## src/design/esd_pkg.sv

```systemverilog
// ----------------------------------------------------------------------------
// esd_pkg
// shared types and constants of the escape sequence string decoder
// ----------------------------------------------------------------------------
package esd_pkg;

  localparam int MAX_STRING_LEN_DEF = 4096;
  localparam int QUEUE_DEPTH_DEF    = 4;

  localparam int BYTE_W  = 8;
  localparam int KIND_W  = 2;
  localparam int COUNT_W = 13;

  localparam logic [KIND_W-1:0] KIND_DATA = 2'd0;
  localparam logic [KIND_W-1:0] KIND_OK   = 2'd1;
  localparam logic [KIND_W-1:0] KIND_ERR  = 2'd2;

  // one result as the front classifies it
  typedef struct packed {
    logic [KIND_W-1:0] kind;
    logic [BYTE_W-1:0] data;
  } res_t;

  // queue word: one or two results caused by one input byte
  typedef struct packed {
    logic two;
    res_t res0;
    res_t res1;
  } entry_t;

endpackage

```

## src/design/esd_in_if.sv

```systemverilog
// ----------------------------------------------------------------------------
// esd_in_if
// raw character channel of the escape sequence string decoder
// ----------------------------------------------------------------------------
interface esd_in_if;
  logic                      valid;
  logic                      ready;
  logic [esd_pkg::BYTE_W-1:0] in_byte;

  modport source (output valid, output in_byte, input ready);
  modport sink   (input valid, input in_byte, output ready);
endinterface

```

## src/design/esd_out_if.sv

```systemverilog
// ----------------------------------------------------------------------------
// esd_out_if
// decoded result channel of the escape sequence string decoder
// ----------------------------------------------------------------------------
interface esd_out_if;
  logic                        valid;
  logic                        ready;
  logic [esd_pkg::BYTE_W-1:0]  out_byte;
  logic [esd_pkg::KIND_W-1:0]  kind;
  logic [esd_pkg::COUNT_W-1:0] byte_count;
  logic                        last;

  modport source (output valid, output out_byte, output kind, output byte_count,
                  output last, input ready);
  modport sink   (input valid, input out_byte, input kind, input byte_count,
                  input last, output ready);
endinterface

```

## src/design/esd_front.sv

```systemverilog
// ----------------------------------------------------------------------------
// esd_front
// accepts raw characters, tracks the escape mode and classifies results
// ----------------------------------------------------------------------------
module esd_front (
  input  logic            clk,
  input  logic            rst_n,
  esd_in_if.sink          in_chan,
  input  logic            cfg_we,
  input  logic            cfg_wdata,
  input  logic            q_full,
  output logic            q_push,
  output esd_pkg::entry_t q_wdata
);

  typedef enum logic [4:0] {
    MODE_GROUND = 5'b00001,
    MODE_ESC    = 5'b00010,
    MODE_OCT    = 5'b00100,
    MODE_HEX    = 5'b01000,
    MODE_CTRL   = 5'b10000
  } mode_t;

  localparam logic [7:0] CH_NUL   = 8'h00;
  localparam logic [7:0] CH_COLON = 8'h3A;
  localparam logic [7:0] CH_EQ    = 8'h3D;
  localparam logic [7:0] CH_BSL   = 8'h5C;
  localparam logic [7:0] CH_CARET = 8'h5E;
  localparam logic [7:0] CH_0     = 8'h30;
  localparam logic [7:0] CH_7     = 8'h37;
  localparam logic [7:0] CH_9     = 8'h39;
  localparam logic [7:0] CH_LA    = 8'h61;
  localparam logic [7:0] CH_LF    = 8'h66;
  localparam logic [7:0] CH_UA    = 8'h41;
  localparam logic [7:0] CH_UF    = 8'h46;
  localparam logic [7:0] CH_LX    = 8'h78;
  localparam logic [7:0] CH_UX    = 8'h58;
  localparam logic [7:0] CH_AT    = 8'h40;
  localparam logic [7:0] CH_TILDE = 8'h7E;
  localparam logic [7:0] CH_QUEST = 8'h3F;
  localparam logic [7:0] CH_DEL   = 8'd127;
  localparam logic [7:0] CH_ESC   = 8'd27;
  localparam logic [7:0] CTRL_MASK = 8'o037;

  function automatic logic [7:0] named_escape(input logic [7:0] c);
    logic [7:0] r;
    case (c)
      8'h61:   r = 8'd7;
      8'h62:   r = 8'd8;
      8'h65:   r = CH_ESC;
      8'h66:   r = 8'd12;
      8'h6E:   r = 8'd10;
      8'h72:   r = 8'd13;
      8'h74:   r = 8'd9;
      8'h76:   r = 8'd11;
      CH_QUEST: r = CH_DEL;
      8'h5F:   r = 8'd32;
      default: r = c;
    endcase
    return r;
  endfunction

  mode_t           mode_r, mode_nxt;
  logic [7:0]      pend_r, pend_nxt;
  logic            eq_r;
  logic [7:0]      c;
  logic            accept;

  mode_t           g_mode;
  logic            g_has;
  esd_pkg::res_t   g_res;
  logic            hex_ok;
  logic [3:0]      hex_val;
  logic            has;
  esd_pkg::entry_t ent;

  assign c              = in_chan.in_byte;
  assign in_chan.ready  = !q_full;
  assign accept         = in_chan.valid && !q_full;

  // ground-state handling of a byte, shared by the number close path
  always_comb begin
    g_mode     = MODE_GROUND;
    g_has      = 1'b1;
    g_res.kind = esd_pkg::KIND_DATA;
    g_res.data = c;
    if (c == CH_COLON || c == CH_NUL || (c == CH_EQ && eq_r)) begin
      g_res.kind = esd_pkg::KIND_OK;
      g_res.data = '0;
    end else if (c == CH_BSL) begin
      g_mode = MODE_ESC;
      g_has  = 1'b0;
    end else if (c == CH_CARET) begin
      g_mode = MODE_CTRL;
      g_has  = 1'b0;
    end
  end

  always_comb begin
    hex_ok  = 1'b1;
    hex_val = c[3:0];
    if (c >= CH_0 && c <= CH_9) begin
      hex_val = c[3:0];
    end else if ((c >= CH_LA && c <= CH_LF) || (c >= CH_UA && c <= CH_UF)) begin
      hex_val = c[3:0] + 4'd9;
    end else begin
      hex_ok = 1'b0;
    end
  end

  always_comb begin
    mode_nxt       = mode_r;
    pend_nxt       = pend_r;
    has            = 1'b0;
    ent.two        = 1'b0;
    ent.res0.kind  = esd_pkg::KIND_DATA;
    ent.res0.data  = '0;
    ent.res1       = g_res;
    unique case (mode_r)
      MODE_ESC: begin
        if (c >= CH_0 && c <= CH_7) begin
          mode_nxt = MODE_OCT;
          pend_nxt = {5'b0, c[2:0]};
        end else if (c == CH_LX || c == CH_UX) begin
          mode_nxt = MODE_HEX;
          pend_nxt = '0;
        end else if (c == CH_NUL) begin
          mode_nxt      = MODE_GROUND;
          pend_nxt      = '0;
          has           = 1'b1;
          ent.res0.kind = esd_pkg::KIND_ERR;
        end else begin
          mode_nxt      = MODE_GROUND;
          has           = 1'b1;
          ent.res0.data = named_escape(c);
        end
      end
      MODE_OCT: begin
        if (c >= CH_0 && c <= CH_7) begin
          pend_nxt = {pend_r[4:0], c[2:0]};
        end else begin
          // flush the pending value, then treat the byte in ground state
          has           = 1'b1;
          ent.res0.data = pend_r;
          ent.two       = g_has;
          pend_nxt      = '0;
          mode_nxt      = g_mode;
        end
      end
      MODE_HEX: begin
        if (hex_ok) begin
          pend_nxt = {pend_r[3:0], hex_val};
        end else begin
          has           = 1'b1;
          ent.res0.data = pend_r;
          ent.two       = g_has;
          pend_nxt      = '0;
          mode_nxt      = g_mode;
        end
      end
      MODE_CTRL: begin
        mode_nxt = MODE_GROUND;
        has      = 1'b1;
        if (c >= CH_AT && c <= CH_TILDE) begin
          ent.res0.data = c & CTRL_MASK;
        end else if (c == CH_QUEST) begin
          ent.res0.data = CH_DEL;
        end else begin
          ent.res0.kind = esd_pkg::KIND_ERR;
          pend_nxt      = '0;
        end
      end
      default: begin
        mode_nxt = g_mode;
        has      = g_has;
        ent.res0 = g_res;
      end
    endcase
  end

  assign q_push  = accept && has;
  assign q_wdata = ent;

  always_ff @(posedge clk) begin
    if (!rst_n) begin
      mode_r <= MODE_GROUND;
      pend_r <= '0;
      eq_r   <= 1'b0;
    end else begin
      if (cfg_we) begin
        eq_r <= cfg_wdata;
      end
      if (accept) begin
        mode_r <= mode_nxt;
        pend_r <= pend_nxt;
      end
    end
  end

`ifndef NO_ASSERTIONS
  // pending value is only carried while a number is open
  a_pend_idle: assert property (@(posedge clk) disable iff (!rst_n)
    (mode_r == MODE_GROUND || mode_r == MODE_CTRL || mode_r == MODE_ESC) |-> pend_r == '0)
    else $error("pending value left over outside number mode");
`endif

endmodule

```

## src/design/esd_queue.sv

```systemverilog
// ----------------------------------------------------------------------------
// esd_queue
// short fifo of classified words between front and back
// ----------------------------------------------------------------------------
module esd_queue #(
  parameter int DEPTH = esd_pkg::QUEUE_DEPTH_DEF
) (
  input  logic            clk,
  input  logic            rst_n,
  input  logic            wr_en,
  input  esd_pkg::entry_t wr_data,
  output logic            full,
  input  logic            rd_en,
  output logic            rd_valid,
  output esd_pkg::entry_t rd_data
);

  localparam int PTR_W = (DEPTH > 1) ? $clog2(DEPTH) : 1;
  localparam int CNT_W = $clog2(DEPTH + 1);
  localparam logic [PTR_W-1:0] PTR_LAST = PTR_W'(DEPTH - 1);
  localparam logic [CNT_W-1:0] CNT_FULL = CNT_W'(DEPTH);

  esd_pkg::entry_t    mem_r [DEPTH];
  logic [PTR_W-1:0]   wp_r, rp_r;
  logic [CNT_W-1:0]   cnt_r;

  assign full     = (cnt_r == CNT_FULL);
  assign rd_valid = (cnt_r != '0);
  assign rd_data  = mem_r[rp_r];

  always_ff @(posedge clk) begin
    if (wr_en) begin
      mem_r[wp_r] <= wr_data;
    end
  end

  always_ff @(posedge clk) begin
    if (!rst_n) begin
      wp_r  <= '0;
      rp_r  <= '0;
      cnt_r <= '0;
    end else begin
      if (wr_en) begin
        wp_r <= (wp_r == PTR_LAST) ? '0 : wp_r + 1'b1;
      end
      if (rd_en) begin
        rp_r <= (rp_r == PTR_LAST) ? '0 : rp_r + 1'b1;
      end
      if (wr_en && !rd_en) begin
        cnt_r <= cnt_r + 1'b1;
      end else if (rd_en && !wr_en) begin
        cnt_r <= cnt_r - 1'b1;
      end
    end
  end

`ifndef NO_ASSERTIONS
  a_no_overflow: assert property (@(posedge clk) disable iff (!rst_n)
    full |-> !wr_en)
    else $error("queue written while full");
  a_no_underflow: assert property (@(posedge clk) disable iff (!rst_n)
    !rd_valid |-> !rd_en)
    else $error("queue read while empty");
  a_cnt_range: assert property (@(posedge clk) disable iff (!rst_n)
    cnt_r <= CNT_FULL)
    else $error("queue count out of range");
`endif

endmodule

```

## src/design/esd_back.sv

```systemverilog
// ----------------------------------------------------------------------------
// esd_back
// expands queued words into results, keeps the byte count, drives output
// ----------------------------------------------------------------------------
module esd_back #(
  parameter int MAX_STRING_LEN = esd_pkg::MAX_STRING_LEN_DEF
) (
  input  logic            clk,
  input  logic            rst_n,
  input  logic            q_valid,
  input  esd_pkg::entry_t q_head,
  output logic            q_pop,
  esd_out_if.source       out_chan
);

  localparam int CNT_W = $clog2(MAX_STRING_LEN + 1);
  localparam logic [CNT_W-1:0] CNT_MAX = CNT_W'(MAX_STRING_LEN);

  logic                        idx_r;
  logic [CNT_W-1:0]            cnt_r, cnt_nxt;
  logic                        ov_r;
  logic [esd_pkg::BYTE_W-1:0]  obyte_r;
  logic [esd_pkg::KIND_W-1:0]  okind_r;
  logic [esd_pkg::COUNT_W-1:0] ocnt_r, ocnt_nxt;
  logic                        olast_r;

  esd_pkg::res_t               cur;
  logic                        cur_last;
  logic                        load;
  logic [CNT_W+esd_pkg::COUNT_W-1:0] cnt_ext;

  assign cur      = idx_r ? q_head.res1 : q_head.res0;
  assign cur_last = idx_r || !q_head.two;
  assign load     = q_valid && (!ov_r || out_chan.ready);
  assign q_pop    = load && cur_last;

  always_comb begin
    if (cur.kind == esd_pkg::KIND_DATA) begin
      cnt_nxt = (cnt_r < CNT_MAX) ? cnt_r + 1'b1 : cnt_r;
    end else begin
      cnt_nxt = cnt_r;
    end
  end

  // low bits of the count as shown on the port
  assign cnt_ext  = {{esd_pkg::COUNT_W{1'b0}}, cnt_nxt};
  assign ocnt_nxt = cnt_ext[esd_pkg::COUNT_W-1:0];

  always_ff @(posedge clk) begin
    if (load) begin
      obyte_r <= cur.data;
      okind_r <= cur.kind;
      ocnt_r  <= ocnt_nxt;
      olast_r <= cur_last;
    end
  end

  always_ff @(posedge clk) begin
    if (!rst_n) begin
      ov_r  <= 1'b0;
      idx_r <= 1'b0;
      cnt_r <= '0;
    end else begin
      if (load) begin
        ov_r  <= 1'b1;
        idx_r <= !cur_last;
        cnt_r <= (cur.kind == esd_pkg::KIND_DATA) ? cnt_nxt : '0;
      end else if (out_chan.ready) begin
        ov_r <= 1'b0;
      end
    end
  end

  assign out_chan.valid      = ov_r;
  assign out_chan.out_byte   = obyte_r;
  assign out_chan.kind       = okind_r;
  assign out_chan.byte_count = ocnt_r;
  assign out_chan.last       = olast_r;

`ifndef NO_ASSERTIONS
  // second half of a word is only pending while that word is still queued
  a_idx_head: assert property (@(posedge clk) disable iff (!rst_n)
    idx_r |-> q_valid)
    else $error("second result pending with empty queue");
  a_end_clears: assert property (@(posedge clk) disable iff (!rst_n)
    (load && cur.kind != esd_pkg::KIND_DATA) |=> cnt_r == '0)
    else $error("count not cleared at end of string");
`endif

endmodule

```

## src/design/escape_sequence_string_decoder_top.sv

```systemverilog
// ----------------------------------------------------------------------------
// escape_sequence_string_decoder_top
// escaped string decoder: front classifier, word queue, result back end
// ----------------------------------------------------------------------------
// Takes one raw character per cycle while in_chan.ready is high and gives
// decoded bytes followed by one end word per string. A character that closes
// an open octal or hex number may give two words; the back end sends one word
// per cycle while out_chan.ready is high, and the QUEUE_DEPTH entry queue
// between the front and the back absorbs the extra word while in_chan.ready
// stays high. in_chan.ready drops only when the queue is full. An accepted
// character is written into the queue, then into the output register. The byte
// count saturates at MAX_STRING_LEN and shows its low 13 bits. cfg_wdata sets
// whether an unescaped '=' ends the string; write it while the block is idle.
module escape_sequence_string_decoder_top #(
  parameter int MAX_STRING_LEN = esd_pkg::MAX_STRING_LEN_DEF,
  parameter int QUEUE_DEPTH    = esd_pkg::QUEUE_DEPTH_DEF
) (
  input  logic       clk,
  input  logic       rst_n,
  esd_in_if.sink     in_chan,
  esd_out_if.source  out_chan,
  input  logic       cfg_we,
  input  logic       cfg_wdata
);

  logic            q_full;
  logic            q_push;
  logic            q_pop;
  logic            q_valid;
  esd_pkg::entry_t q_wdata;
  esd_pkg::entry_t q_head;

  esd_front u_front (
    .clk       (clk),
    .rst_n     (rst_n),
    .in_chan   (in_chan),
    .cfg_we    (cfg_we),
    .cfg_wdata (cfg_wdata),
    .q_full    (q_full),
    .q_push    (q_push),
    .q_wdata   (q_wdata)
  );

  esd_queue #(
    .DEPTH (QUEUE_DEPTH)
  ) u_queue (
    .clk      (clk),
    .rst_n    (rst_n),
    .wr_en    (q_push),
    .wr_data  (q_wdata),
    .full     (q_full),
    .rd_en    (q_pop),
    .rd_valid (q_valid),
    .rd_data  (q_head)
  );

  esd_back #(
    .MAX_STRING_LEN (MAX_STRING_LEN)
  ) u_back (
    .clk      (clk),
    .rst_n    (rst_n),
    .q_valid  (q_valid),
    .q_head   (q_head),
    .q_pop    (q_pop),
    .out_chan (out_chan)
  );

endmodule

```

## src/flat_wrapper.sv

```systemverilog
// flat-port wrapper written by rule: the top's interface ports become plain ports
module escape_sequence_string_decoder_top_flat 
#(
  parameter int MAX_STRING_LEN = esd_pkg::MAX_STRING_LEN_DEF,
  parameter int QUEUE_DEPTH    = esd_pkg::QUEUE_DEPTH_DEF
)
  (clk, rst_n, cfg_we, cfg_wdata, in_chan_valid, in_chan_in_byte, in_chan_ready, out_chan_valid, out_chan_out_byte, out_chan_kind, out_chan_byte_count, out_chan_last, out_chan_ready);
  esd_in_if in_chan_i ();
  esd_out_if out_chan_i ();
  input  logic clk;
  input  logic rst_n;
  input  logic cfg_we;
  input  logic cfg_wdata;
  input wire logic [$bits(in_chan_i.valid)-1:0] in_chan_valid;
  input wire logic [$bits(in_chan_i.in_byte)-1:0] in_chan_in_byte;
  output wire logic [$bits(in_chan_i.ready)-1:0] in_chan_ready;
  output wire logic [$bits(out_chan_i.valid)-1:0] out_chan_valid;
  output wire logic [$bits(out_chan_i.out_byte)-1:0] out_chan_out_byte;
  output wire logic [$bits(out_chan_i.kind)-1:0] out_chan_kind;
  output wire logic [$bits(out_chan_i.byte_count)-1:0] out_chan_byte_count;
  output wire logic [$bits(out_chan_i.last)-1:0] out_chan_last;
  input wire logic [$bits(out_chan_i.ready)-1:0] out_chan_ready;
  assign in_chan_i.valid = in_chan_valid;
  assign in_chan_i.in_byte = in_chan_in_byte;
  assign in_chan_ready = in_chan_i.ready;
  assign out_chan_valid = out_chan_i.valid;
  assign out_chan_out_byte = out_chan_i.out_byte;
  assign out_chan_kind = out_chan_i.kind;
  assign out_chan_byte_count = out_chan_i.byte_count;
  assign out_chan_last = out_chan_i.last;
  assign out_chan_i.ready = out_chan_ready;
  escape_sequence_string_decoder_top #(.MAX_STRING_LEN(MAX_STRING_LEN), .QUEUE_DEPTH(QUEUE_DEPTH)) u_core (.clk(clk), .rst_n(rst_n), .in_chan(in_chan_i), .out_chan(out_chan_i), .cfg_we(cfg_we), .cfg_wdata(cfg_wdata));
endmodule
```

## config.mk

```make
export PLATFORM = sky130hd
export DESIGN_NAME = escape_sequence_string_decoder_top_flat
export DESIGN_NICKNAME = d
export VERILOG_FILES = /design/src/design/esd_pkg.sv /design/src/design/esd_in_if.sv /design/src/design/esd_out_if.sv /design/src/design/esd_front.sv /design/src/design/esd_queue.sv /design/src/design/esd_back.sv /design/src/design/escape_sequence_string_decoder_top.sv /design/src/flat_wrapper.sv
export SDC_FILE = /design/constraint.sdc
export NUM_CORES = 1
export LEC_CHECK = 0
export BUFFER_PORTS_ARGS = -buffer_cell sky130_fd_sc_hd__buf_2
export CAP_MARGIN = 20
export CORE_UTILIZATION = 55
export CTS_BUF_LIST = sky130_fd_sc_hd__clkbuf_8
export DETAILED_ROUTE_END_ITERATION = 7
export PLACE_DENSITY_LB_ADDON = 0.12
export SYNTH_ARGS = -nofsm -noshare
export SYNTH_HDL_FRONTEND = slang
export SYNTH_SLANG_ARGS = --single-unit
```

## constraint.sdc

```tcl
create_clock -name clk -period 3.47 [get_ports clk]
set_clock_uncertainty 0.15 [all_clocks]
set_input_delay 0.347 -clock clk [delete_from_list [all_inputs] [get_ports clk]]
set_output_delay 0.347 -clock clk [all_outputs]
set_load 0.01 [all_outputs]
```

## Word level (Yosys, flattened, before mapping)

Memories as Yosys holds them, arrays and structs flattened. A register that Yosys moved wholly into a read port is not among the register bits.
Cells that the tools add are included.

- Word-level logic and storage cells: 150
- Input port bits: 14
- Memory bits (writable): 80
- Memories kept: 1
- Register bits: 60

Memories:

| name | words | bits a word | read ports | clocked after memory_dff | wr ports | RTL line | text |
|---|---|---|---|---|---|---|---|
| u_core.u_queue.mem_r | 4 | 20 | 1 | 1 | 1 | esd_queue.sv:23 | `esd_pkg::entry_t mem_r [DEPTH];` |

- Magnitude comparators: 10
- Mux-type cells: 59
- Add/subtract/negate cells: 6
- Equality and inequality tests: 28
- Reduce and logical (&&, ||, !) cells: 33

Operators with widths:

| operator | count |
|---|---|
| $eq A8 B7 Y1 const B | 13 |
| $mux W8 | 10 |
| $pmux W8 S10 | 1 |
| $pmux W8 S4 | 2 |
| $mux W13 | 3 |
| $mux W10 | 3 |
| $mux W5 | 5 |
| $eq A8 B6 Y1 const B | 3 |
| $ge A8 B7 Y1 const B | 3 |
| $le A8 B7 Y1 const B | 3 |
| $pmux W5 S4 | 1 |
| $le A8 B6 Y1 const B | 2 |
| $mux W4 | 4 |
| $mux W1 | 15 |
| $mux W2 | 7 |
| $mux W7 | 2 |
| $add A13 B1 Y13 const B | 1 |
| $lt A13 B13 Y1 const B | 1 |
| $logic_and A1 B1 Y1 | 12 |
| $mux W9 | 1 |
| $ge A8 B6 Y1 const B | 1 |
| $logic_not A8 Y1 | 1 |
| $ne A2 B2 Y1 const B | 4 |
| $logic_not A1 Y1 | 6 |
| 23 further kinds | 32 |

## Longest topological paths before layout

Gate-level depths: netlist of run 1.

- Depth after elaboration: 12
- Mapped depth: 12

## Cells and area by module

From an unflattened synthesis of run 1, not the netlist that was laid out.

- Cell total of the unflattened synthesis: 574
- Area total of the unflattened synthesis: 7,169.4 sq um

Modules (own cells, without submodules):

| module | times used | area each (sq um) | cells an instance | seq. area each (sq um) |
|---|---|---|---|---|
| esd_queue | 1 | 3,490.8 | 153 | 2,702.6 |
| esd_back | 1 | 1,884.3 | 171 | 1,021.0 |
| esd_front | 1 | 1,794.2 | 250 | 280.3 |

## Least setup slack after synthesis of run 1

OpenSTA, ideal clock, no wires.

- Path type: input to register
- Start: input in_chan_in_byte[1]
- End: register u_core.u_queue.cnt_r[2]
- Stages: 11
- Library setup time: 0.076 ns
- Path buffers: 0
- Data arrival time: 2.743 ns
- Slack: 0.501 ns
- Path through: inv_1 > ha_1 > o311ai_2 > o211ai_2 > a31oi_2 > ha_1 > inv_1 > fa_1 > xor2_1 > or3_1 > a21boi_0

- Longest elaborated chain between the ends: 11
- Elaborated cells on any way between the ends: 39

Ends and longest elaborated chain:

| element | RTL line | text |
|---|---|---|
| start, declared | flat_wrapper.sv:15 | `input wire logic [$bits(in_chan_i.in_byte)-1:0] in_chan_in_byte;` |
| $ge A8 B7 Y1 or $le A8 B7 Y1 (tied branches) | esd_front.sv:104 | `end else if ((c >= CH_LA && c <= CH_LF) \|\| (c >= CH_UA && c <= CH_UF)) begin` |
| $logic_and A1 B1 Y1 | esd_front.sv:104 |  |
| $logic_or A1 B1 Y1 | esd_front.sv:104 |  |
| $mux W1 | esd_front.sv:104 |  |
| $mux W1 | esd_front.sv:102 | `if (c >= CH_0 && c <= CH_9) begin` |
| $mux W1 | esd_front.sv:151 | `if (hex_ok) begin` |
| $pmux W1 S4 (*) | esd_front.sv:119 | `unique case (mode_r)` |
| $logic_and A1 B1 Y1 (*) | esd_front.sv:181 | `assign q_push = accept && has;` |
| named net u_core.q_push | escape_sequence_string_decoder_top.sv:27 | `logic q_push;` |
| $logic_not A1 Y1 | esd_queue.sv:51 | `end else if (rd_en && !wr_en) begin` |
| $logic_and A1 B1 Y1 | esd_queue.sv:51 |  |
| $reduce_bool A2 Y1 (no line) | -- |  |
| end signal, assigned | esd_queue.sv:50 | `cnt_r <= cnt_r + 1'b1;` |
| end signal, assigned | esd_queue.sv:52 | `cnt_r <= cnt_r - 1'b1;` |
| end, declared | esd_queue.sv:25 | `logic [CNT_W-1:0] cnt_r;` |

The timed path passes the listed nets; every way through them passes the cells marked *.
A chain may end at the register's enable or synchronous reset.

## Worst setup path in the final report of run 1

- Start: register u_core.u_front.mode_r[1]
- End: register u_core.u_queue.cnt_r[2]

- Longest elaborated chain between the ends: 6
- Elaborated cells on any way between the ends: 11

Ends and longest elaborated chain:

| element | RTL line | text |
|---|---|---|
| start, declared | esd_front.sv:63 | `mode_t mode_r, mode_nxt;` |
| start signal, assigned | esd_front.sv:194 | `mode_r <= mode_nxt;` |
| $eq A5 B5 Y1 (tied with other cells) | esd_front.sv:119 |  |
| $pmux W1 S4 (*) | esd_front.sv:119 |  |
| $logic_and A1 B1 Y1 (*) | esd_front.sv:181 |  |
| named net u_core.q_push | escape_sequence_string_decoder_top.sv:27 |  |
| $logic_not A1 Y1 | esd_queue.sv:51 |  |
| $logic_and A1 B1 Y1 | esd_queue.sv:51 |  |
| $reduce_bool A2 Y1 (no line) | -- |  |

Marked as above.

==> metrics.md, run 1 <==
| Metric | Value |
|---|---|
| Share of Yosys cell area claimed by the top area cell type | `45.2%` |
| Vias in the first global route | `4,394` |
| Setup crit end kind | `flip-flop` |
| Area occupied by multi-input gates | `2810 sq um` |
| Placeable core region | `12,100 sq um` |
| Maximum ir drop on the vdd rail | `~0.35 mV` |
| Number of enable-type register cells in the synthesized netlist | `104` |
| Warning count from the yosys run | `0` |
| DR WL/cell | `18.4 um` |
| Number of DRC violations after detailed-routing iteration 0 | `388` |
| TritonCTS sink count | `142` |
| Min Clock Period, post-route | `3.05 ns` |
| Longest individual stage delay on the worst path | `0.39 ns` |
| DPL Wire Length | `between 9000 and 10,000 um` |
| Share of the clock period used by the worst path | `about 88%` |
| Syn_area_per_cell | `12.5 sq um` |
| Ant diodes | `0` |
| Total wirelength of the detailed-routed design | `between 10,000 and 15,000 um` |
| Inserted Clock Buffers | `17` |
| Arr. time, crit path | `3.25 ns` |
| # hold bufs at CTS | `1` |
| Setup repair after global routing missed its margin | `false` |
| Final-report max-slew violation count | `0` |
| Slew at the pin closest to its max-slew limit | `0.783 ns` |
| Worst Hold Path Cells | `4` |
| Number of nets in the synthesized netlist | `581` |
| Most Crowded Layer GR | `met2` |
| Total I/O pin count | `40` |
| Run status | `finished, final reports clean` |
| Synth area leader | `sky130_fd_sc_hd__edfxtp_1` |
| Yosys reg bits | `142` |
| Global routing usage summed across all routing layers | `23.6%` |
| Final setup violation count | `0` |
| Post-layout net count | `623` |
| Final setup TNS | `0 ns` |
| Worst-path clk slew | `0.08 ns` |
| GP Congestion | `0.914` |
| Top flip-flop cell by instance count after synthesis | `sky130_fd_sc_hd__edfxtp_1` |
| Global-route wire length before repair | `23,000 um` |
| Die footprint | `roughly 13,000 sq um` |
| Min-Delay Path Class | `in2reg` |
| Largest delay contributor family on the critical path | `simple AND/OR/NAND/NOR gates` |
| Effective utilization at floorplan | `57.0%` |
| Router iterations before antenna repair | `7` |
| Ys async rst share | `0%` |
| Distinct cell type count after synthesis | `77` |
| Commonest non-fill, non-tap cell in the layout | `sky130_fd_sc_hd__edfxtp_1` |
| Remaining Overflow, GRT | `0` |
| Static Leakage | `2.76 nW` |
| Y dimension of the die | `roughly 110 um` |
| H-Tree Depth | `4` |
| Final hold violation count | `0` |
| Crit-path slowest cell | `sky130_fd_sc_hd__dfxtp_1` |
| Post-CTS setup buffer count | `0` |
| Max frequency | `0.328 GHz` |
| Register cell area after layout | `3880 sq um` |
| Worst reg-to-reg path cell count | `10` |
| Met1 capacity usage during global routing | `around a third` |
| Met3 global-route usage | `under 10%` |
| Resized Gates After CTS | `0` |
| Syn Inst Count | `between 500 and 600` |
| Antenna violations before repair | `0` |
| Share of the yosys chip area belonging to registers | `56.2%` |
| Global-route track usage on met2 | `35.9%` |
| TritonCTS clock tree | `built` |
| Element type at the critical path start | `flip-flop` |
| Worst hold margin | `about 0.026 ns` |
| Top library cells by usage in the layout, fill and taps aside | `sky130_fd_sc_hd__edfxtp_1, sky130_fd_sc_hd__nor2_1, sky130_fd_sc_hd__buf_2` |
| Power density over the cells | `646 nW/um^2` |
| Cell types with the largest area share after synthesis | `sky130_fd_sc_hd__edfxtp_1, sky130_fd_sc_hd__dfxtp_1, sky130_fd_sc_hd__mux4_2` |
| Die X-Extent | `114 um` |
| Number of vias per cell after detailed routing | `5.95` |
| Worst setup path category | `reg2reg` |
| Maximum clock insertion buffer count | `2` |
| Layout Utilization | `63.5%` |
| Via count | `approximately 4,600` |
| Bufs and invs on worst path | `1` |
| Fraction of layout instances using a drive strength above 1 | `20.7%` |
| Number of standard-cell rows in the floorplan | `40` |
| Pin count of the biggest net entering global routing | `38` |
| Port Buf Inserts | `39` |
| Post-synth design cell area | `6910 sq um` |
| Post-detailed-route count of antenna-violating nets | `0` |
| Area Growth Syn to Fin | `11.3%` |
| Worst-path cell chain | `nor2_1 > nand3_1 > a31o_2 > a31oi_2 > ha_1 > inv_1 > fa_1 > xor2_1 > or3_1 > a21boi_0` |
| Stages on the worst setup path | `10` |
| CTS root buffer | `sky130_fd_sc_hd__clkbuf_8` |
| Clock latency on the worst-skew pair | `0.44 ns` |
| Max Cap Viol | `0` |
| Count of fill cells added during filler insertion | `971` |
| Max-slew headroom | `a little under half` |
| Worst-path maximum fanout | `8` |
| DRC viols | `0` |
| WP data required | `3.68 ns` |
-- tightest hold or removal path: stages --
cell and delay (ns):
sky130_fd_sc_hd__buf_2 0.07, sky130_fd_sc_hd__inv_1 0.04, sky130_fd_sc_hd__nand2_1 0.05, sky130_fd_sc_hd__a21boi_0 0.06
-- stage by stage --
step | total power [mW] | std cells | instance area [sq um] | worst slack (ns)
2_1_floorplan | 3.28 | 554 | 6910 | 0.501
3_3_place_gp | 3.64 | 744 | 7260 | 0.325
3_5_place_dp | 3.67 | 744 | 7260 | 0.152
5_1_grt | 5.25 | 777 | 7690 | 0.307
6_report | 4.97 | 777 | 7690 | 0.425
4_1_cts | 5.01 | 777 | 7690 | 0.468
-- cell families (layout without fill, tap and decap cells) --
kind of cell / after synthesis / after routing / share of synthesized area [%]
flip-flops: 142 / 142 / 56.2
AND/OR/NAND/NOR: 187 / 187 / 15.2
adder cells (fa/ha/maj): 13 / 13 / 2.46
AO/OA/AOI/OAI: 113 / 113 / 11.6
XOR/XNOR: 15 / 15 / 1.90
buffers and inverters: 47 / 102 / 3.12
multiplexers: 37 / 37 / 9.47
-- flip-flops by register name (all words and copies together), names as in the netlist, named ones only --
name	count
u_core.u_back.idx_r	1
u_core.u_back.out_chan.last	1
u_core.u_back.out_chan.out_byte	8
u_core.u_front.mode_r	5
u_core.u_queue.wp_r	2
u_core.u_queue.mem_r	80
u_core.u_queue.rp_r	2
u_core.u_front.pend_r	8
u_core.u_front.eq_r	1
u_core.u_back.out_chan.kind	2
u_core.u_back.cnt_r	13
u_core.u_back.out_chan.valid	1
u_core.u_back.out_chan.byte_count	13
u_core.u_queue.cnt_r	3
-- cell type report --
cell class | instances | share of cell area [%]
clock buffers | 18 | 3.22
flip-flops and latches | 142 | 50.5
repair buffers | 54 | 4.04
multi-input cells | 365 | 36.5
well taps | 168 | 2.73
inverters | 16 | 0.781
clock inverters | 14 | 2.16
-- final timing paths --
path / slack, ns / to / from
worst min register to register: 0.33 / u_core.u_back.out_chan.valid$_SDFFE_PN0P_ / u_core.u_back.out_chan.valid$_SDFFE_PN0P_
worst min-delay path: 0.03 / u_core.u_back.out_chan.valid$_SDFFE_PN0P_ / out_chan_ready
worst max register to register: 0.42 / u_core.u_queue.cnt_r[2]$_SDFFE_PN0P_ / u_core.u_front.mode_r[1]$_SDFFE_PN0P_
worst max-delay path: 0.42 / u_core.u_queue.cnt_r[2]$_SDFFE_PN0P_ / u_core.u_front.mode_r[1]$_SDFFE_PN0P_
-- report_power, final --
group,internal [mW],switching (mW),total [mW],leakage (nW)
Combinational,0.582,0.756,1.34,1.27
Clock,0.729,0.619,1.35,0.207
Sequential,2.16,0.120,2.28,1.28
Total,3.47,1.50,4.97,2.76
-- metal layers --
layer | part of all wire, % | vias to the layer above
li1 | - | 2191
met1 | 46 | 2268
met2 | 47 | 148
met3 | 5.4 | 20
met4 | 2.2 | 0
met5 | 0 | -
-- Yosys cell counts (7+ instances only) --
master and instances:
sky130_fd_sc_hd__o211ai_1 7, sky130_fd_sc_hd__mux2_2 9, sky130_fd_sc_hd__edfxtp_1 104, sky130_fd_sc_hd__a21oi_1 19, sky130_fd_sc_hd__nor2b_1 20, sky130_fd_sc_hd__mux4_2 14
sky130_fd_sc_hd__inv_1 16, sky130_fd_sc_hd__o21ai_0 25, sky130_fd_sc_hd__and2_1 13, sky130_fd_sc_hd__buf_2 9, sky130_fd_sc_hd__mux2i_1 8, sky130_fd_sc_hd__dfxtp_1 38
sky130_fd_sc_hd__a22o_1 11, sky130_fd_sc_hd__nor2_1 39, sky130_fd_sc_hd__nand4_1 11, sky130_fd_sc_hd__clkbuf_1 16, sky130_fd_sc_hd__nand2_1 33, sky130_fd_sc_hd__nor3_1 7
sky130_fd_sc_hd__a21boi_0 9, sky130_fd_sc_hd__xor2_1 8, sky130_fd_sc_hd__nand3_1 14, sky130_fd_sc_hd__ha_1 12, sky130_fd_sc_hd__xnor2_1 7
No activity file was read; power rests on OpenSTA's default activity.
==> inputs of run 2 (changes only) <==
--- a/config.mk
+++ b/config.mk
@@ -5,7 +5,7 @@
 export SDC_FILE = /design/constraint.sdc
 export NUM_CORES = 1
 export LEC_CHECK = 0
-export BUFFER_PORTS_ARGS = -buffer_cell sky130_fd_sc_hd__buf_2
+export BUFFER_PORTS_ARGS = -buffer_cell sky130_fd_sc_hd__clkbuf_2
 export CAP_MARGIN = 20
 export CORE_UTILIZATION = 55
 export CTS_BUF_LIST = sky130_fd_sc_hd__clkbuf_8
==> metrics.md, run 2 (synthesis gave the netlist of run 1 again) <==
| Metric | Value |
|---|---|
| Run status | `finished, final reports clean` |
| Worst setup path category | `reg2reg` |
| Static Leakage | `2.77 nW` |
| Reg with most FFs | `u_core.u_queue.mem_r` |
| Total power | `4.97 mW` |
| Area Growth Syn to Fin | `11.3%` |
| Post-CTS setup buffer count | `0` |
| Global-route wire length before repair | `about 22,000 um` |
| Worst-path maximum fanout | `8` |
| Register cell area after layout | `3880 sq um` |
| Number of DRC violations after detailed-routing iteration 0 | `approximately 400` |
| Via count | `4,541` |
| Global routing usage summed across all routing layers | `22.7%` |
| Inserted Clock Buffers | `17` |
| Port Buf Inserts | `39` |
| Die X-Extent | `roughly 110 um` |
| Max-slew headroom | `51.1%` |
| Fraction of layout instances using a drive strength above 1 | `20.4%` |
| Pin count of the biggest net entering global routing | `38` |
| Top library cells by usage in the layout, fill and taps aside | `sky130_fd_sc_hd__edfxtp_1, sky130_fd_sc_hd__nor2_1, sky130_fd_sc_hd__clkbuf_2` |
| DR WL/cell | `17.4 um` |
| Number of vias per cell after detailed routing | `5.84` |
| Min Clock Period, post-route | `2.93 ns` |
| GP Congestion | `0.954` |
| Antenna violations before repair | `0` |
| Ant diodes | `0` |
| Maximum clock insertion buffer count | `2` |
| Remaining Overflow, GRT | `0` |
| Power density over the cells | `647 nW/um^2` |
| Element type at the critical path start | `flip-flop` |
| Combinational Power Share | `26.5%` |
| Die footprint | `13,000 sq um` |
| Post-layout net count | `624` |
| Vias in the first global route | `about 4,400` |
| DRC viols | `0` |
| TritonCTS clock tree | `built` |
| Router iterations before antenna repair | `4` |
| TritonCTS sink count | `142` |
| Y dimension of the die | `about 110 um` |
| Switching portion of total power | `29.4%` |
| Commonest non-fill, non-tap cell in the layout | `sky130_fd_sc_hd__edfxtp_1` |
| Maximum ir drop on the vdd rail | `0.288 mV` |
| Clock group share of total power | `27.4%` |
| Max frequency | `around 0.34 GHz` |
| Final-report max-slew violation count | `0` |
| Count of fill cells added during filler insertion | `954` |
| Share of power burned in registers | `a little under half` |
| Arr. time, crit path | `3.16 ns` |
| # hold bufs at CTS | `0` |
| Final hold violation count | `0` |
| Switching power summed over all nets | `roughly 1.5 mW` |
| Share of the clock period used by the worst path | `84.4%` |
| Slew at the pin closest to its max-slew limit | `between 0.7 and 0.8 ns` |
| Number of cells in the design after placement | `between 700 and 800` |
| Final setup violation count | `0` |
| Largest register FFs | `80` |
| H-Tree Depth | `4` |
| Worst-path clk slew | `0.07 ns` |
| Final setup TNS | `0 ns` |
| Number of standard-cell rows in the floorplan | `40` |
| Clock latency on the worst-skew pair | `0.45 ns` |
| Effective utilization at floorplan | `57.0%` |
| Cell Count, Final, Fillers Out | `a little under 800` |
| WP data required | `~3.7 ns` |
| Resized Gates After CTS | `0` |
| Total I/O pin count | `40` |
| Setup crit end kind | `flip-flop` |
| Post-detailed-route count of antenna-violating nets | `0` |
| Placeable core region | `12,100 sq um` |
| Area occupied by multi-input gates | `2810 sq um` |
| Total wirelength of the detailed-routed design | `13,500 um` |
| Min-Delay Path Class | `in2reg` |
| Max Cap Viol | `0` |
| Setup repair after global routing missed its margin | `false` |
| P_int | `about 3.5 mW` |
| CTS root buffer | `sky130_fd_sc_hd__clkbuf_8` |
| DPL Wire Length | `9280 um` |
| Reg2Reg Setup Slack | `0.54 ns` |
run 2: cell types whose count changed in the layout (fill, tap and decap cells not counted), moves of 2 or more:
cell / before / now
sky130_fd_sc_hd__clkinv_1: 0 / 3
sky130_fd_sc_hd__buf_4: 14 / 16
sky130_fd_sc_hd__inv_6: 2 / 0
sky130_fd_sc_hd__buf_2: 39 / 0
sky130_fd_sc_hd__clkbuf_2: 0 / 39
run 2: power by group through the flow:
stage	Combinational, mW	Clock, mW	Sequential, mW
after global routing	1.47	1.46	2.32
after floorplan	0.919	0	2.36
after global placement	1.32	0	2.32
after detailed placement	1.34	0	2.33
after CTS	1.34	1.39	2.29
final	1.32	1.36	2.29
run 2: critical path: stages (launching register included):
cell and delay [ns]:
sky130_fd_sc_hd__dfxtp_1 0.38, sky130_fd_sc_hd__nor2_1 0.29, sky130_fd_sc_hd__nand3_1 0.29, sky130_fd_sc_hd__a31o_2 0.29
sky130_fd_sc_hd__a31oi_2 0.18, sky130_fd_sc_hd__ha_1 0.22, sky130_fd_sc_hd__inv_1 0.06, sky130_fd_sc_hd__fa_1 0.37
sky130_fd_sc_hd__xor2_1 0.17, sky130_fd_sc_hd__or3_1 0.30, sky130_fd_sc_hd__a21boi_0 0.17
run 2: worst paths after layout:
| check | from | endpoint | cells after the start |
|---|---|---|---|
| setup reg to reg | u_core.u_front.mode_r[1]$_SDFFE_PN0P_ | u_core.u_queue.cnt_r[2]$_SDFFE_PN0P_ | 10 |
| setup / recovery | u_core.u_front.mode_r[1]$_SDFFE_PN0P_ | u_core.u_queue.cnt_r[2]$_SDFFE_PN0P_ | 10 |
| hold reg to reg | u_core.u_back.out_chan.valid$_SDFFE_PN0P_ | u_core.u_back.out_chan.valid$_SDFFE_PN0P_ | 2 |
| hold / removal | cfg_wdata | u_core.u_front.eq_r$_SDFFE_PN0P_ | 3 |
run 2: area by class of cell:
cell class / count / area share, %
Inverter: 16 / 0.781
Sequential cell: 142 / 50.5
Tap cell: 168 / 2.73
Multi-Input combinational cell: 365 / 36.5
Clock buffer: 17 / 3.04
Clock inverter: 14 / 2.29
Timing Repair Buffer: 55 / 4.10
run 2: stage by stage:
step	util, %	hold WS, ns	area, sq um	setup WS, ns
floorplan	-	0.293	6910	0.501
global placement	60.1	0.313	7280	0.311
detailed placement	60.1	0.324	7280	0.210
CTS	63.5	0.00341	7690	0.553
global route	63.5	0.0140	7690	0.316
finish	63.5	0.0248	7690	0.540
run 2: metal layers:
metal  GRT usage [%]  wire [um]  vias up  share of wire, %
li1                -          -     2181                 -
met1            31.4       6250     2208                46
met2            35.1       6340      129                47
met3            5.45        648       23               4.8
met4            8.31        255        0               1.9
met5               0          0        -                 0
==> inputs of run 3 (changes only) <==
==> constraint.sdc (replaced) <==
create_clock -name clk -period 2.8 [get_ports clk]
set_clock_uncertainty 0.15 [all_clocks]
set_input_delay 0.28 -clock clk [delete_from_list [all_inputs] [get_ports clk]]
set_output_delay 0.28 -clock clk [all_outputs]
set_load 0.01 [all_outputs]
==> metrics.md, run 3 (synthesis gave the netlist of run 1 again) <==
| Metric | Value |
|---|---|
| Power density over the cells | `743 nW/um^2` |
| GP Congestion | `approximately 0.92` |
| Final setup violation count | `0` |
| Clock latency on the worst-skew pair | `0.43 ns` |
| Post-CTS setup buffer count | `0` |
| Post-detailed-route count of antenna-violating nets | `0` |
| Via count | `4,701` |
| Met3 global-route usage | `4.66%` |
| Critical register-to-register path startpoint | `u_core.u_front.mode_r[0]$_SDFFE_PN1P_` |
| Final-report max-slew violation count | `0` |
| CTS root buffer | `sky130_fd_sc_hd__clkbuf_8` |
| Top library cells by usage in the layout, fill and taps aside | `sky130_fd_sc_hd__edfxtp_1, sky130_fd_sc_hd__buf_4, sky130_fd_sc_hd__clkbuf_2` |
| Worst hold margin | `0.0626 ns` |
| Setup repair after global routing missed its margin | `false` |
| Critical R2R Capture | `u_core.u_queue.cnt_r[2]$_SDFFE_PN0P_` |
| Count of fill cells added during filler insertion | `between 800 and 900` |
| Worst-path maximum fanout | `5` |
| DPL Wire Length | `approximately 10,000 um` |
| Fraction of layout instances using a drive strength above 1 | `28.5%` |
| Worst-path clk slew | `roughly 0.090 ns` |
| Antenna violations before repair | `0` |
| Setup WS post-layout | `0.139 ns` |
| Min Clock Period, post-route | `approximately 2.7 ns` |
| Arr. time, crit path | `2.87 ns` |
| Share of the clock period used by the worst path | `95.0%` |
| Area Growth Syn to Fin | `17.8%` |
| Worst setup path category | `reg2reg` |
| Worst reg-to-reg path cell count | `10` |
| Die X-Extent | `114 um` |
| Final hold violation count | `0` |
| Router iterations before antenna repair | `5` |
| Placed Area | `about 7700 sq um` |
| DRC viols | `0` |
| H-Tree Depth | `4` |
| Reg with most FFs | `u_core.u_queue.mem_r` |
| TritonCTS sink count | `142` |
| Max-slew headroom | `60.5%` |
| Global routing usage summed across all routing layers | `approximately a quarter` |
| WP data required | `3.01 ns` |
| DR WL/cell | `17.3 um` |
| Min-Delay Path Class | `in2reg` |
| Min-delay src | `in_chan_in_byte[6]` |
| Ant diodes | `0` |
| Commonest non-fill, non-tap cell in the layout | `sky130_fd_sc_hd__edfxtp_1` |
| Y dimension of the die | `114 um` |
| Port Buf Inserts | `39` |
| Maximum ir drop on the vdd rail | `0.362 mV` |
| Maximum clock insertion buffer count | `2` |
| Setup crit end kind | `flip-flop` |
| Worst Hold Path Cells | `2` |
| Hold worst-path end | `u_core.u_queue.mem_r[3][6]$_DFFE_PP_` |
| Total I/O pin count | `40` |
| Max Cap Viol | `0` |
| Effective utilization at floorplan | `57.0%` |
| Die footprint | `13,000 sq um` |
| Max frequency | `0.376 GHz` |
| Vias in the first global route | `4,626` |
| Most Crowded Layer GR | `met2` |
| Met1 capacity usage during global routing | `31.9%` |
| Number of DRC violations after detailed-routing iteration 0 | `435` |
| Area of all placed cells without fillers | `8140 sq um` |
| Remaining Overflow, GRT | `0` |
| TritonCTS clock tree | `built` |
| Worst Setup Slack post-DPL | `-0.141 ns` |
| Reg2Reg Setup Slack | `0.14 ns` |
| Static Leakage | `2.98 nW` |
| Slew at the pin closest to its max-slew limit | `between 0.5 and 0.6 ns` |
| Global-route track usage on met2 | `38.9%` |
| Run status | `finished, final reports clean` |
| Pin count of the biggest net entering global routing | `38` |
| Total wirelength of the detailed-routed design | `14,300 um` |
| Inserted Clock Buffers | `17` |
| Post-layout net count | `670` |
| Number of standard-cell rows in the floorplan | `40` |
| Final setup TNS | `0 ns` |
| Placeable core region | `around 12,000 sq um` |
| Global-route wire length before repair | `~23,000 um` |
| Number of vias per cell after detailed routing | `5.71` |
| Element type at the critical path start | `flip-flop` |
| Largest register FFs | `80` |
[run 3: final cells by class]
| class | instances | area [sq um] | area share (%) |
|---|---|---|---|
| repair buffers | 101 | 743 | 9.13 |
| well taps | 168 | 210 | 2.58 |
| clock inverters | 15 | 128 | 1.57 |
| clock buffers | 17 | 234 | 2.88 |
| flip-flops and latches | 142 | 3890 | 47.9 |
| inverters | 16 | 60.1 | 0.738 |
| multi-input cells | 365 | 2870 | 35.2 |
[run 3: worst max-delay path by stage]
stage	slack (ns)	endpoint	start	cells after the start
floorplan	0.001	u_core.u_queue.cnt_r[2]$_SDFFE_PN0P_	in_chan_in_byte[0]	12
global placement	-0.05	u_core.u_queue.cnt_r[2]$_SDFFE_PN0P_	in_chan_in_byte[0]	12
detailed placement	-0.14	u_core.u_queue.cnt_r[2]$_SDFFE_PN0P_	in_chan_in_byte[1]	13
CTS	0.05	u_core.u_queue.cnt_r[2]$_SDFFE_PN0P_	u_core.u_front.mode_r[3]$_SDFFE_PN0P_	10
global route	0.004	u_core.u_queue.cnt_r[2]$_SDFFE_PN0P_	u_core.u_front.mode_r[0]$_SDFFE_PN1P_	10
finish	0.14	u_core.u_queue.cnt_r[2]$_SDFFE_PN0P_	u_core.u_front.mode_r[0]$_SDFFE_PN1P_	10
[run 3: stage by stage]
step / std cells / total power, mW / util (%)
2_1_floorplan: 554 / 4.07 / -
3_3_place_gp: 789 / 4.61 / 63.6
5_1_grt: 824 / 6.41 / 67.2
6_report: 824 / 6.04 / 67.2
4_1_cts: 824 / 6.12 / 66.9
3_5_place_dp: 789 / 4.66 / 63.6
[run 3: worst max-delay path, stage by stage, from the launching register on]
cell	delay, ns
sky130_fd_sc_hd__dfxtp_1	0.38
sky130_fd_sc_hd__nor2_2	0.18
sky130_fd_sc_hd__nand3_1	0.13
sky130_fd_sc_hd__o31a_1	0.33
sky130_fd_sc_hd__a31oi_4	0.17
sky130_fd_sc_hd__ha_2	0.20
sky130_fd_sc_hd__inv_1	0.05
sky130_fd_sc_hd__fa_1	0.37
sky130_fd_sc_hd__xor2_1	0.18
sky130_fd_sc_hd__or3_1	0.31
sky130_fd_sc_hd__a21boi_1	0.14
[run 3: metal layers]
layer | up-vias | wire length, um
li1 | 2281 | -
met1 | 2248 | 6410
met2 | 154 | 6970
met3 | 18 | 709
met4 | 0 | 191
met5 | - | 0
[run 3: power by group]
group / leakage [nW] / switching [mW] / internal (mW) / total (mW)
clock network: 0.174 / 0.819 / 0.640 / 1.46
logic: 1.52 / 0.982 / 0.796 / 1.78
registers: 1.29 / 0.126 / 2.68 / 2.81
[run 3: repair_timing]
action                     in CTS  in global routing
setup endpoints to repair       1                  1
gates resized for setup         1                 13
hold endpoints to repair        2                  0
hold buffers                    3                  0
